$ cat src/rtl/assert_macros.svh
// assertion macros shared by the glyph sector render rtl
// no dependencies; included by modules that carry assertions
`ifndef ASSERT_MACROS_SVH
`define ASSERT_MACROS_SVH

// same-cycle implication, checked at every rising edge out of reset
`define ASSERT_IMPL(name, clk, rst_n, ante, cons, msg) \
  name: assert property (@(posedge clk) disable iff (!rst_n) (ante) |-> (cons)) else $error(msg);

// next-cycle implication
`define ASSERT_NEXT(name, clk, rst_n, ante, cons, msg) \
  name: assert property (@(posedge clk) disable iff (!rst_n) (ante) |=> (cons)) else $error(msg);

`endif

$ cat src/rtl/tgsr_pkg.sv
// constants, types and command/status structs of the glyph sector renderer
// no dependencies; imported by every module of the block
`timescale 1ns / 1ps

package tgsr_pkg;

  localparam int FONT_WIDTH  = 5;
  localparam int FONT_HEIGHT = 14;
  localparam int GLYPH_COUNT = 95;
  localparam int MAX_STRING  = 64;

  localparam int STORE_DEPTH = GLYPH_COUNT * FONT_HEIGHT;
  localparam int ADDR_W      = $clog2(STORE_DEPTH);
  localparam int ROW_W       = $clog2(FONT_HEIGHT + 1);

  // divider operand widths: start position up to 1023*2040+4095
  localparam int DIV_NW = 22;
  localparam int DIV_DW = 11;
  localparam int PBIT_W = 24;
  localparam int SCR_W  = PBIT_W - 3;

  // fit count by reciprocal multiply, exact for line widths up to 2040 bits
  localparam int FIT_RECIP = (65536 + FONT_WIDTH - 1) / FONT_WIDTH;
  localparam int FIT_W     = DIV_DW + 16;

  localparam logic [7:0] CODE_SPACE = 8'h20;
  localparam logic [7:0] CODE_TILDE = 8'h7E;

  typedef enum logic [1:0] {
    ST_DRAWN   = 2'd0,
    ST_DROPPED = 2'd1,
    ST_UNSUP   = 2'd2
  } draw_status_t;

  typedef enum logic [2:0] {
    REG_GCR_MODE    = 3'd0,
    REG_BYTES_LINE  = 3'd1,
    REG_LEADER      = 3'd2,
    REG_DATA_BYTES  = 3'd3,
    REG_KEY_ENABLE  = 3'd4,
    REG_KEY_SPACING = 3'd5
  } reg_idx_t;

  typedef enum logic [1:0] {
    DSEL_REM,
    DSEL_KEY
  } div_sel_t;

  typedef enum logic [3:0] {
    S_IDLE,
    S_LOAD,
    S_REM_GO,
    S_REM_WAIT,
    S_FIT,
    S_CHECK,
    S_ROW_INIT,
    S_ROW_RD,
    S_ROW_SPLIT,
    S_MAP,
    S_DECIDE,
    S_KEY_WAIT,
    S_EMIT,
    S_STAT
  } state_t;

  typedef struct packed {
    logic     latch;
    logic     font_wr;
    logic     load;
    logic     div_go;
    div_sel_t div_sel;
    logic     fit;
    logic     row_init;
    logic     rd;
    logic     split;
    logic     map;
    logic     emit;
    logic     emit_stat;
    logic     next_half;
    logic     next_row;
  } cmd_t;

  typedef struct packed {
    logic gcr;
    logic bpl_zero;
    logic div_busy;
    logic dropped;
    logic need_key;
    logic second;
    logic half;
    logic last_row;
    logic out_free;
  } sts_t;

  typedef struct packed {
    logic        gcr_mode;
    logic [7:0]  line_bytes;
    logic [11:0] leader_bytes;
    logic [15:0] data_bytes;
    logic        key_enable;
    logic [7:0]  key_spacing;
  } cfg_t;

  // non-printable codes draw as a space
  function automatic logic [6:0] glyph_of(input logic [7:0] code);
    logic [7:0] c;
    c = (code < CODE_SPACE || code > CODE_TILDE) ? CODE_SPACE : code;
    return 7'(c - CODE_SPACE);
  endfunction

endpackage

$ cat src/rtl/tgsr_ctrl.sv
// sequencer of the glyph sector renderer: accepts words and steps the datapath
// depends on tgsr_pkg and assert_macros.svh
`timescale 1ns / 1ps
`include "assert_macros.svh"

module tgsr_ctrl
  import tgsr_pkg::*;
(
  input  logic clk,
  input  logic rst_n,
  input  logic in_valid,
  input  logic in_req_type,
  output logic in_stall,
  output cmd_t cmd,
  input  sts_t sts
);

  state_t state_r, state_nxt;
  logic   accept;

  assign in_stall = (state_r != S_IDLE);
  assign accept   = in_valid && !in_stall;

  always_comb begin
    state_nxt = state_r;
    case (state_r)
      S_IDLE:      if (accept && in_req_type) state_nxt = S_LOAD;
      S_LOAD:      state_nxt = sts.gcr ? S_STAT : S_REM_GO;
      S_REM_GO:    state_nxt = sts.bpl_zero ? S_STAT : S_REM_WAIT;
      S_REM_WAIT:  if (!sts.div_busy) state_nxt = S_FIT;
      S_FIT:       state_nxt = S_CHECK;
      S_CHECK:     state_nxt = sts.dropped ? S_STAT : S_ROW_INIT;
      S_ROW_INIT:  state_nxt = S_ROW_RD;
      S_ROW_RD:    state_nxt = S_ROW_SPLIT;
      S_ROW_SPLIT: state_nxt = S_MAP;
      S_MAP:       state_nxt = S_DECIDE;
      S_DECIDE:    state_nxt = sts.need_key ? S_KEY_WAIT : S_EMIT;
      S_KEY_WAIT:  if (!sts.div_busy) state_nxt = S_EMIT;
      S_EMIT: begin
        if (sts.out_free) begin
          if (!sts.half && sts.second) begin
            state_nxt = S_MAP;
          end else if (sts.last_row) begin
            state_nxt = S_IDLE;
          end else begin
            state_nxt = S_ROW_RD;
          end
        end
      end
      S_STAT:      if (sts.out_free) state_nxt = S_IDLE;
      default:     state_nxt = S_IDLE;
    endcase
  end

  always_comb begin
    cmd         = '0;
    cmd.div_sel = DSEL_REM;
    case (state_r)
      S_IDLE: begin
        cmd.latch   = accept && in_req_type;
        cmd.font_wr = accept && !in_req_type;
      end
      S_LOAD:      cmd.load = 1'b1;
      S_REM_GO: begin
        cmd.div_go  = !sts.bpl_zero;
        cmd.div_sel = DSEL_REM;
      end
      S_FIT:       cmd.fit = 1'b1;
      S_ROW_INIT:  cmd.row_init = 1'b1;
      S_ROW_RD:    cmd.rd = 1'b1;
      S_ROW_SPLIT: cmd.split = 1'b1;
      S_MAP:       cmd.map = 1'b1;
      S_DECIDE: begin
        cmd.div_go  = sts.need_key;
        cmd.div_sel = DSEL_KEY;
      end
      S_EMIT: begin
        if (sts.out_free) begin
          cmd.emit      = 1'b1;
          cmd.next_half = !sts.half && sts.second;
          cmd.next_row  = !(!sts.half && sts.second) && !sts.last_row;
        end
      end
      S_STAT:      cmd.emit_stat = sts.out_free;
      default:     cmd = '0;
    endcase
  end

  always_ff @(posedge clk) begin
    if (!rst_n) begin
      state_r <= S_IDLE;
    end else begin
      state_r <= state_nxt;
    end
  end

  `ASSERT_IMPL(a_div_idle, clk, rst_n, cmd.div_go, !sts.div_busy, "divider started while busy")
  `ASSERT_IMPL(a_emit_free, clk, rst_n, cmd.emit || cmd.emit_stat, sts.out_free, "word overwrites pending result")
  `ASSERT_NEXT(a_draw_load, clk, rst_n, accept && in_req_type, state_r == S_LOAD, "draw word not loaded")

endmodule
$ cat config.mk
export PLATFORM = sky130hd
export DESIGN_NAME = tgsr_ctrl
export DESIGN_NICKNAME = d
export VERILOG_FILES = /design/src/rtl/tgsr_pkg.sv /design/src/rtl/tgsr_ctrl.sv
export VERILOG_INCLUDE_DIRS = /design/src /design/src/rtl
export SDC_FILE = /design/constraint.sdc
export NUM_CORES = 1
export LEC_CHECK = 0
export BUFFER_PORTS_ARGS = -buffer_cell sky130_fd_sc_hd__buf_2
export CORE_ASPECT_RATIO = 1.25
export CORE_UTILIZATION = 30
export DETAILED_ROUTE_END_ITERATION = 10
export SLEW_MARGIN = 20
export SYNTH_ARGS = -nofsm -noshare
export SYNTH_HDL_FRONTEND = slang
export SYNTH_SLANG_ARGS = --single-unit
$ cat constraint.sdc
create_clock -name clk -period 3 [get_ports clk]
set_clock_uncertainty 0.15 [all_clocks]
set_input_delay 0.45 -clock clk [delete_from_list [all_inputs] [get_ports clk]]
set_output_delay 0.45 -clock clk [all_outputs]
set_load 0.02 [all_outputs]
==> results_dict.tcl, run 1 <==
set metrics [dict create \
    critPathLaunchType "register" \
    ctsResizeCount 0 \
    critPathMaxFanout 17 \
    synth_edf_count 0 \
    grt_antenna_before_repair 0 \
    drive_gt1_frac 0.324 \
    start_util 0.327 \
    crit_required_ns 2.40 \
    clock-sinks 4 \
    dieArea_um2 2160 \
    syn_area_per_cell_um2 6.96 \
    rsz0062_at_grt "no" \
    slowest_delay_ns 0.66 \
    yosys_warnings 0 \
    critPathSlowestCell "dfxtp_1" \
    drt.antenna.violating_nets 0 \
    fmax_mhz 415 \
    cts_setup_buffers 0 \
    cts_tree "built" \
    pin_count 29 \
    synthFlopType "dfxtp_1" \
    synth-seq-cells 4 \
    track_usage 0.158 \
    port_buffers 27 \
    maxSlewHeadroom 0.581 \
    drt_iter0_markers 11 \
    num_rows 17 \
    path_cells "inv_1 -> a2111oi_1 -> buf_2" \
    switchingPower_w 0.000108 \
    largest_register "state_r" \
    powerDensity_nw_per_um2 360 \
    tns_ns 0 \
    maxSlewViolCount 0 \
    switching_share 0.411 \
    cts_max_level 1 \
    cts_buffers 3 \
    largestRegisters "state_r: 4 flops" \
    remaining_drc_errors 0 \
    status "finished, final reports clean" \
    clockBufferDepth 2 \
    yosysUniqueCellTypes 42 \
    cp.arrival_ns 1.81 \
    postCtsHoldBufs 0 \
    final_nets 123 \
    final_hold_viol_count 0 \
    die_y_um 51.7 \
    min_period_ns 2.41 \
    grt_max_degree 21 \
    vias_per_cell 5.51 \
    ys_seq_area_frac 0.135 \
    critPathBufInv 2 \
    synthCells 85 \
    maxCapViolCount 0 \
    endpoint_kind "output port" \
    clk_latency_ns 0.23 \
    hp-class "in2reg" \
    coreArea_um2 1810 \
    tightest_slew_ns 0.628 \
    via_count 700 \
    largest_reg_flops 4 \
    synthArstFlopShare 0 \
    setup_violations 0 \
    fin_cells 127 \
    routed_wl_um 1610 \
    antenna_cells 0 \
    syn_nets 98 \
    synth_most_common_cell "nor2_1" \
    clkPwrFrac 0.253 \
    grt_first_pass_wirelength_um 2700 \
    pre_cts_ws_ns 0.828 \
    yosysTopAreaCell "dfxtp_1" \
    globalplace.congestion 0.799 \
    drt_first_pass_iters 4 \
    dp.cells 124 \
    seqPwrFrac 0.312 \
    grt.overflow.total 0 \
    layout_setup_ws_ns 0.591 \
    ys_top_cells_by_area "dfxtp_1 14%, nor2b_1 7.4%, nor2_1 5.1%, nand2b_1 4.2%, nor3_1 4.2%" \
    crit_type "reg2out" \
    grt_pass1_vias 638 \
    synth_commonest_cells "8 x nor2_1, 7 x nor2b_1, 6 x nand2_1" \
    p_int_w 0.000155 \
    dp_hpwl_um 1210 \
    yosysTopAreaCellShare 0.135 \
    syn_area_um2 592 \
    finalCritPeriodShare 0.803 \
    clkSlewWorstSetupHoldPaths_ns 0.04 \
    area_growth_pct 23.5 \
    cts-root-buf "clkbuf_4" \
    critPathTopFamily "flip-flops" \
    die_w_um 41.7 \
    ir_drop_mv 0.230 \
    leakagePower_nw 0.381 \
    wl_per_cell_um 12.7 \
    comb_power_share 0.435 \
]
final timing paths:
path                                  from          to  slack (ns)  depth (start not counted)
worst max-delay path            state_r[3]     cmd[11]        0.59                          3
worst min-delay path                 rst_n  state_r[3]        0.35                          2
worst max register to register  state_r[0]  state_r[0]        0.98                          4
worst min register to register  state_r[0]  state_r[1]        0.62                          2
power groups by stage:
stage,logic [W],clock network [W],registers (W)
finish,0.000114,0.0000666,0.0000820
global route,0.000126,0.0000725,0.0000846
CTS,0.000115,0.0000698,0.0000817
detailed placement,0.000114,0,0.0000826
global placement,0.000114,0,0.0000822
floorplan,0.000104,0,0.0000630
placed cells by master, fill, tap and decap left out, drive strengths merged, types with 4 or more instances in the layout:
cell	Yosys	routed
nand2b	4	4
nor3	5	5
nand2	6	6
nor2b	7	7
inv	5	5
buf	6	27
dfxtp	4	4
nor2	8	8
worst register-to-register path, cell delays in order (launching register included):
cell and delay (ns):
dfxtp_1 0.71, nor2b_1 0.26, a22oi_1 0.13, a211o_1 0.32, a2111oi_2 0.34
logic make-up after synthesis:
family | count (synthesis) | synth area share
AO/OA/AOI/OAI | 20 | 0.273
buffers and inverters | 12 | 0.104
flip-flops | 4 | 0.135
multiplexers | 2 | 0.0359
other | 1 | 0.00634
AND/OR/NAND/NOR | 46 | 0.446
layout make-up:
class | instances | area [um^2]
clock buffers | 3 | 22.5
fillers | 191 | 1080
inverters | 5 | 18.8
multi-input cells | 69 | 450
flip-flops and latches | 4 | 80.1
well taps | 19 | 23.8
repair buffers | 27 | 135
through the flow:
stage	hold WS [ns]	area [um^2]	util	power, W
after floorplan	0.415	592	-	0.000167
after global placement	0.576	708	0.392	0.000196
after detailed placement	0.580	708	0.392	0.000197
after CTS	0.340	731	0.404	0.000266
after global routing	0.363	731	0.404	0.000283
final	0.353	731	0.404	0.000263
metal layers:
metal,vias to the layer above,track usage,part of all wire
met3,0,0.0278,0.047
met2,30,0.281,0.53
li1,355,-,-
met4,0,0.0591,0
met5,-,0,0
met1,315,0.187,0.43
(Power assumes the default switching activity.)
==> run 2, diff against run 1 <==
--- a/config.mk
+++ b/config.mk
@@ -6,6 +6,7 @@
 export SDC_FILE = /design/constraint.sdc
 export NUM_CORES = 1
 export LEC_CHECK = 0
+export ABC_AREA = 1
 export BUFFER_PORTS_ARGS = -buffer_cell sky130_fd_sc_hd__buf_2
 export CORE_ASPECT_RATIO = 1.25
 export CORE_UTILIZATION = 30
==> constraint.sdc (replaced) <==
create_clock -name clk -period 2.4 [get_ports clk]
set_clock_uncertainty 0.15 [all_clocks]
set_input_delay 0.36 -clock clk [delete_from_list [all_inputs] [get_ports clk]]
set_output_delay 0.36 -clock clk [all_outputs]
set_load 0.02 [all_outputs]
==> run 2 against run 1 <==
Net effect: sequential power grew 41%; critical path depth grew 3; first-iteration DRC count grew 55%; power grew 120%; via count shrank 0.43%; sequential share of layout area grew 0.55 points; combinational power grew to 3.4 times the previous value; critical path type unchanged; highest routed layer is now met4.
==> results_dict.tcl, run 2 <==
set metrics [dict create \
    track_usage 0.151 \
    remaining_drc_errors 0 \
    clock-sinks 4 \
    grt.overflow.total 0 \
    met1Wirelength_um 585 \
    r2r_end "state_r[1]" \
    yosysUniqueCellTypes 20 \
    dr_wl_met3_um 47 \
    ctsResizeCount 0 \
    largest_reg_flops 4 \
    critPathCapture "cmd[14]" \
    cts-root-buf "clkbuf_4" \
    drt.antenna.violating_nets 0 \
    synthArstFlopShare 0 \
    wl_met2_um 704 \
    register_area_um2 80.1 \
    pre_cts_ws_ns 0.810 \
    synth_edf_count 0 \
    final_common_cell "nand2_1" \
    clockBufferDepth 2 \
    die_w_um 39.3 \
    critPathLaunchType "register" \
    hold_ws_ns 0.262 \
    hold_path_depth 3 \
    comb_power_share 0.663 \
    cts_max_level 1 \
    path_cells "inv_1 -> nand2_1 -> nor2_2 -> nand2_1 -> nor2_1 -> buf_2" \
    drt_first_pass_iters 4 \
    critPathTopFamily "simple AND/OR/NAND/NOR gates" \
    crit_type "reg2out" \
    clk_latency_ns 0.23 \
    cts_buffers 3 \
    seqPwrFrac 0.201 \
    hp-class "in2reg" \
    p_int_w 0.000269 \
    yosysTopAreaCell "nand2_1" \
    endpoint_kind "output port" \
    area_growth_pct 33.0 \
    rsz0062_at_grt "no" \
    synth_most_common_cell "nand2_1" \
    dieArea_um2 1920 \
    powerDensity_nw_per_um2 828 \
    ys_seq_area_frac 0.153 \
    maxCapViolCount 0 \
    synthCells 104 \
    cts_setup_buffers 0 \
    critPathSlowestCell "dfxtp_1" \
    grt_antenna_before_repair 0 \
    finalCritPeriodShare 0.765 \
    syn_nets 117 \
    yosys_warnings 0 \
    cp.arrival_ns 1.33 \
    largestRegisters "state_r: 4 flops" \
    crit_cells 6 \
    layout_setup_ws_ns 0.565 \
    top_layer_used "met4" \
    switchingPower_w 0.000307 \
    grt_pass1_vias 587 \
    synth_commonest_cells "28 x nand2_1, 22 x inv_1, 19 x nor2_1" \
    drt_iter0_markers 17 \
    clkPwrFrac 0.136 \
    crit_path_frequent_cell "nand2_1" \
    postCtsHoldBufs 0 \
    routed_wl_um 1350 \
    crit_path_start "state_r[2]" \
    fmax_mhz 545 \
    critPathMaxFanout 5 \
    largest_register "state_r" \
    grt_first_pass_wirelength_um 2050 \
    dp_hpwl_um 1220 \
    yosysTopAreaCellShare 0.201 \
    clkSlewWorstSetupHoldPaths_ns 0.03 \
    r2r_slack_ns 0.98 \
    port_buffers 27 \
    setup_violations 0 \
    final_nets 148 \
    critPathBufInv 2 \
    wl_per_cell_um 8.96 \
    ys_top_cells_by_area "nand2_1 20%, inv_1 16%, dfxtp_1 15%, nor2_1 14%, nand3_1 8.6%" \
    synth-seq-cells 4 \
    vias_per_cell 4.62 \
    coreArea_um2 1600 \
    start_util 0.327 \
    crit_required_ns 1.89 \
    leakagePower_nw 0.465 \
    status "finished, final reports clean" \
    final_hold_viol_count 0 \
    pin_count 29 \
    final_cell_mix "28 x nand2_1, 27 x buf_2, 22 x inv_1" \
    maxSlewViolCount 0 \
    multi_input_comb_area_um2 349 \
    die_y_um 48.7 \
    drive_gt1_frac 0.293 \
    synthFlopType "dfxtp_1" \
    ir_drop_mv 0.441 \
    switching_share 0.533 \
    cts_tree "built" \
    r2r-start "state_r[0]" \
    syn_area_per_cell_um2 5.03 \
    antenna_cells 0 \
    fill_cells 198 \
    slowest_delay_ns 0.35 \
    num_rows 16 \
    via_count 697 \
    min_period_ns 1.84 \
    reg2reg_depth 7 \
    syn_area_um2 523 \
    power_w 0.000576 \
    tns_ns 0 \
    grt_max_degree 8 \
    globalplace.congestion 0.900 \
]
==> run 2: changes by cell type after synthesis, sizes merged, moves of 3 or more <==
cell	previous run	this run
nor2	8	22
nand3	2	10
buf	6	1
inv	5	23
nand2b	4	0
nor4	3	0
nand2	6	30
nor2b	7	1
nor3	5	2
==> run 2: layout make-up <==
cell class                 instances  share of cell area
sequential                         4               0.115
multi-input combinational         76               0.502
clock buffer                       3              0.0324
inverter                          23               0.124
timing repair buffer              27               0.194
tap                               18              0.0324
==> run 2: how the worst min path moves through the flow <==
| stage | start | to | slack (ns) |
|---|---|---|---|
| 3_5_place_dp | state_r[3] | state_r[3] | 0.38 |
| 5_1_grt | rst_n | state_r[0] | 0.28 |
| 2_1_floorplan | state_r[3] | state_r[3] | 0.34 |
| 4_1_cts | rst_n | state_r[0] | 0.26 |
| 3_3_place_gp | state_r[3] | state_r[3] | 0.38 |
| 6_report | rst_n | state_r[0] | 0.26 |
==> run 2: power by group through the flow <==
stage          logic [W]  clock network (W)  registers, W
3_3_place_gp    0.000388                  0      0.000114
6_report        0.000382          0.0000784      0.000116
3_5_place_dp    0.000384                  0      0.000115
5_1_grt         0.000426          0.0000867      0.000120
4_1_cts         0.000385          0.0000829      0.000114
2_1_floorplan   0.000293                  0      0.000109
==> run 2: cell families (layout without fill, tap and decap cells) <==
kind of cell,Yosys count,in the layout,share of synthesized area
DFF,4,4,0.153
AOI/OAI and AO/OA,7,7,0.0861
buffers and inverters,24,53,0.179
other,1,1,0.00717
and+or+nand+nor,68,68,0.574
==> run 2: layer usage <==
| layer | up-vias | track usage |
|---|---|---|
| met2 | 15 | 0.244 |
| met1 | 305 | 0.162 |
| li1 | 375 | - |
| met4 | 0 | 0.115 |
| met5 | - | 0 |
| met3 | 2 | 0.0275 |
==> run 2: per-stage QoR <==
step / cell area (um^2) / utilization / instances
final: 696 / 0.434 / 151
after global routing: 696 / 0.434 / 151
after CTS: 696 / 0.434 / 151
after detailed placement: 673 / 0.420 / 148
after global placement: 673 / 0.420 / 148
after floorplan: 523 / - / 104
==> run 2: worst register-to-register path, stage by stage, from the launching register on <==
cell and delay, ns:
dfxtp_1 0.44, inv_1 0.12, nand2_2 0.11, nor2_1 0.06, nand2_1 0.11, nand3_1 0.10
o21bai_1 0.15, a21oi_1 0.07
==> run 3, diff against run 2 <==
==> constraint.sdc (replaced) <==
create_clock -name clk -period 1.8 [get_ports clk]
set_clock_uncertainty 0.15 [all_clocks]
set_input_delay 0.27 -clock clk [delete_from_list [all_inputs] [get_ports clk]]
set_output_delay 0.27 -clock clk [all_outputs]
set_load 0.02 [all_outputs]
==> run 3 against run 2 <==
Net effect: worst hold slack worse by 0.093 ns; register-to-register slack worse by 0.59 ns; sequential share of layout area up 0.15 points; final cell count unchanged; non-clock buffer count unchanged; clock power up 35%; sequential power up 37%; first-iteration DRC count down 18%; via count down 2.2%; power up 38%; flip-flop and latch count unchanged.
==> results_dict.tcl, run 3 (synthesis gave the netlist of run 2 again) <==
set metrics [dict create \
    ir_drop_mv 0.629 \
    dp_hpwl_um 1200 \
    status "finished, final reports clean" \
    antenna_cells 0 \
    ctsResizeCount 0 \
    track_usage 0.157 \
    globalplace.congestion 0.899 \
    coreArea_um2 1600 \
    grt_first_pass_wirelength_um 2190 \
    cp.arrival_ns 1.26 \
    remaining_drc_errors 0 \
    critPathSlowestCell "dfxtp_1" \
    crit_type "reg2out" \
    endpoint_kind "output port" \
    leakagePower_nw 0.468 \
    pin_count 29 \
    design_area_um2 708 \
    final_cell_mix "28 x nand2_1, 26 x buf_2, 19 x inv_1" \
    drt_first_pass_iters 4 \
    crit_required_ns 1.38 \
    drive_gt1_frac 0.338 \
    fill_cells 192 \
    critPathTopFamily "flip-flops" \
    clockBufferDepth 2 \
    cts_buffers 3 \
    grt_max_degree 8 \
    routed_wl_um 1360 \
    register_area_um2 82.6 \
    slowest_delay_ns 0.42 \
    clk_latency_ns 0.23 \
    path_cells "inv_2 -> nor2_2 -> nand3_2 -> nand2_1 -> buf_2" \
    start_util 0.327 \
    largest_register "state_r" \
    setup_violations 0 \
    final_common_cell "nand2_1" \
    grt_pass1_vias 580 \
    drt.antenna.violating_nets 0 \
    area_growth_pct 35.4 \
    via_count 682 \
    port_buffers 27 \
    grt.overflow.total 0 \
    final_nets 148 \
    largest_reg_flops 4 \
    largestRegisters "state_r: 4 flops" \
    rsz0062_at_grt "no" \
    drt_iter0_markers 14 \
    cts_tree "built" \
    min_period_ns 1.68 \
    die_w_um 39.3 \
    num_rows 16 \
    die_y_um 48.7 \
    postCtsHoldBufs 0 \
    clock-sinks 4 \
    maxSlewViolCount 0 \
    hold_ws_ns 0.169 \
    multi_input_comb_area_um2 357 \
    hp-class "in2reg" \
    tns_ns 0 \
    fmax_mhz 597 \
    clkSlewWorstSetupHoldPaths_ns 0.03 \
    cts_max_level 1 \
    powerDensity_nw_per_um2 1130 \
    maxCapViolCount 0 \
    dieArea_um2 1920 \
    cts-root-buf "clkbuf_4" \
    placed_cell_area_um2 673 \
    grt_antenna_before_repair 0 \
    wl_per_cell_um 8.97 \
    finalCritPeriodShare 0.931 \
    critPathLaunchType "register" \
    critPathMaxFanout 6 \
    critPathBufInv 2 \
    final_hold_viol_count 0 \
    cts_setup_buffers 0 \
    vias_per_cell 4.52 \
]
run 3: cell count changes in the layout (fill, tap and decap cells not counted), moves of 2 or more:
| cell | previous run | this run |
|---|---|---|
| inv_2 | 1 | 4 |
| dfxtp_1 | 4 | 2 |
| dfxtp_2 | 0 | 2 |
| inv_1 | 22 | 19 |
run 3: worst min-delay path, cell delays in order:
cell and delay, ns:
buf_2 0.08, inv_1 0.07, a21oi_2 0.10
run 3: layout make-up:
class,instances,area share
multi-input cells,76,0.504
repair buffers,27,0.194
inverters,23,0.122
flip-flops and latches,4,0.117
clock buffers,3,0.0318
well taps,18,0.0318
run 3: path summary, 6_finish.rpt:
| kind | start | end | slack [ns] | cells past startpoint |
|---|---|---|---|---|
| setup / recovery | state_r[1] | cmd[11] | 0.12 | 5 |
| hold / removal | rst_n | state_r[0] | 0.17 | 3 |
| setup reg to reg | state_r[0] | state_r[2] | 0.39 | 8 |
| hold reg to reg | state_r[3] | state_r[3] | 0.35 | 2 |
run 3: per-layer routing:
metal / global-route usage / up-vias / wire length, um
li1: - / 372 / -
met1: 0.182 / 295 / 594
met2: 0.267 / 15 / 721
met3: 0.0275 / 0 / 40
met4: 0.0690 / 0 / 0
met5: 0 / - / 0
run 3: per-stage QoR:
step            util  std cells  setup WS, ns  power (W)
2_1_floorplan      -        104         0.346   0.000537
3_3_place_gp   0.420        148         0.278   0.000670
3_5_place_dp   0.420        148         0.287   0.000667
4_1_cts        0.434        151        0.0354   0.000779
5_1_grt        0.442        151       0.00916   0.000875
6_report       0.442        151         0.125   0.000797
run 3: power breakdown:
part	switching [W]	internal, W
clock	0.0000316	0.0000742
combinational	0.000350	0.000182
sequential	0.0000426	0.000116
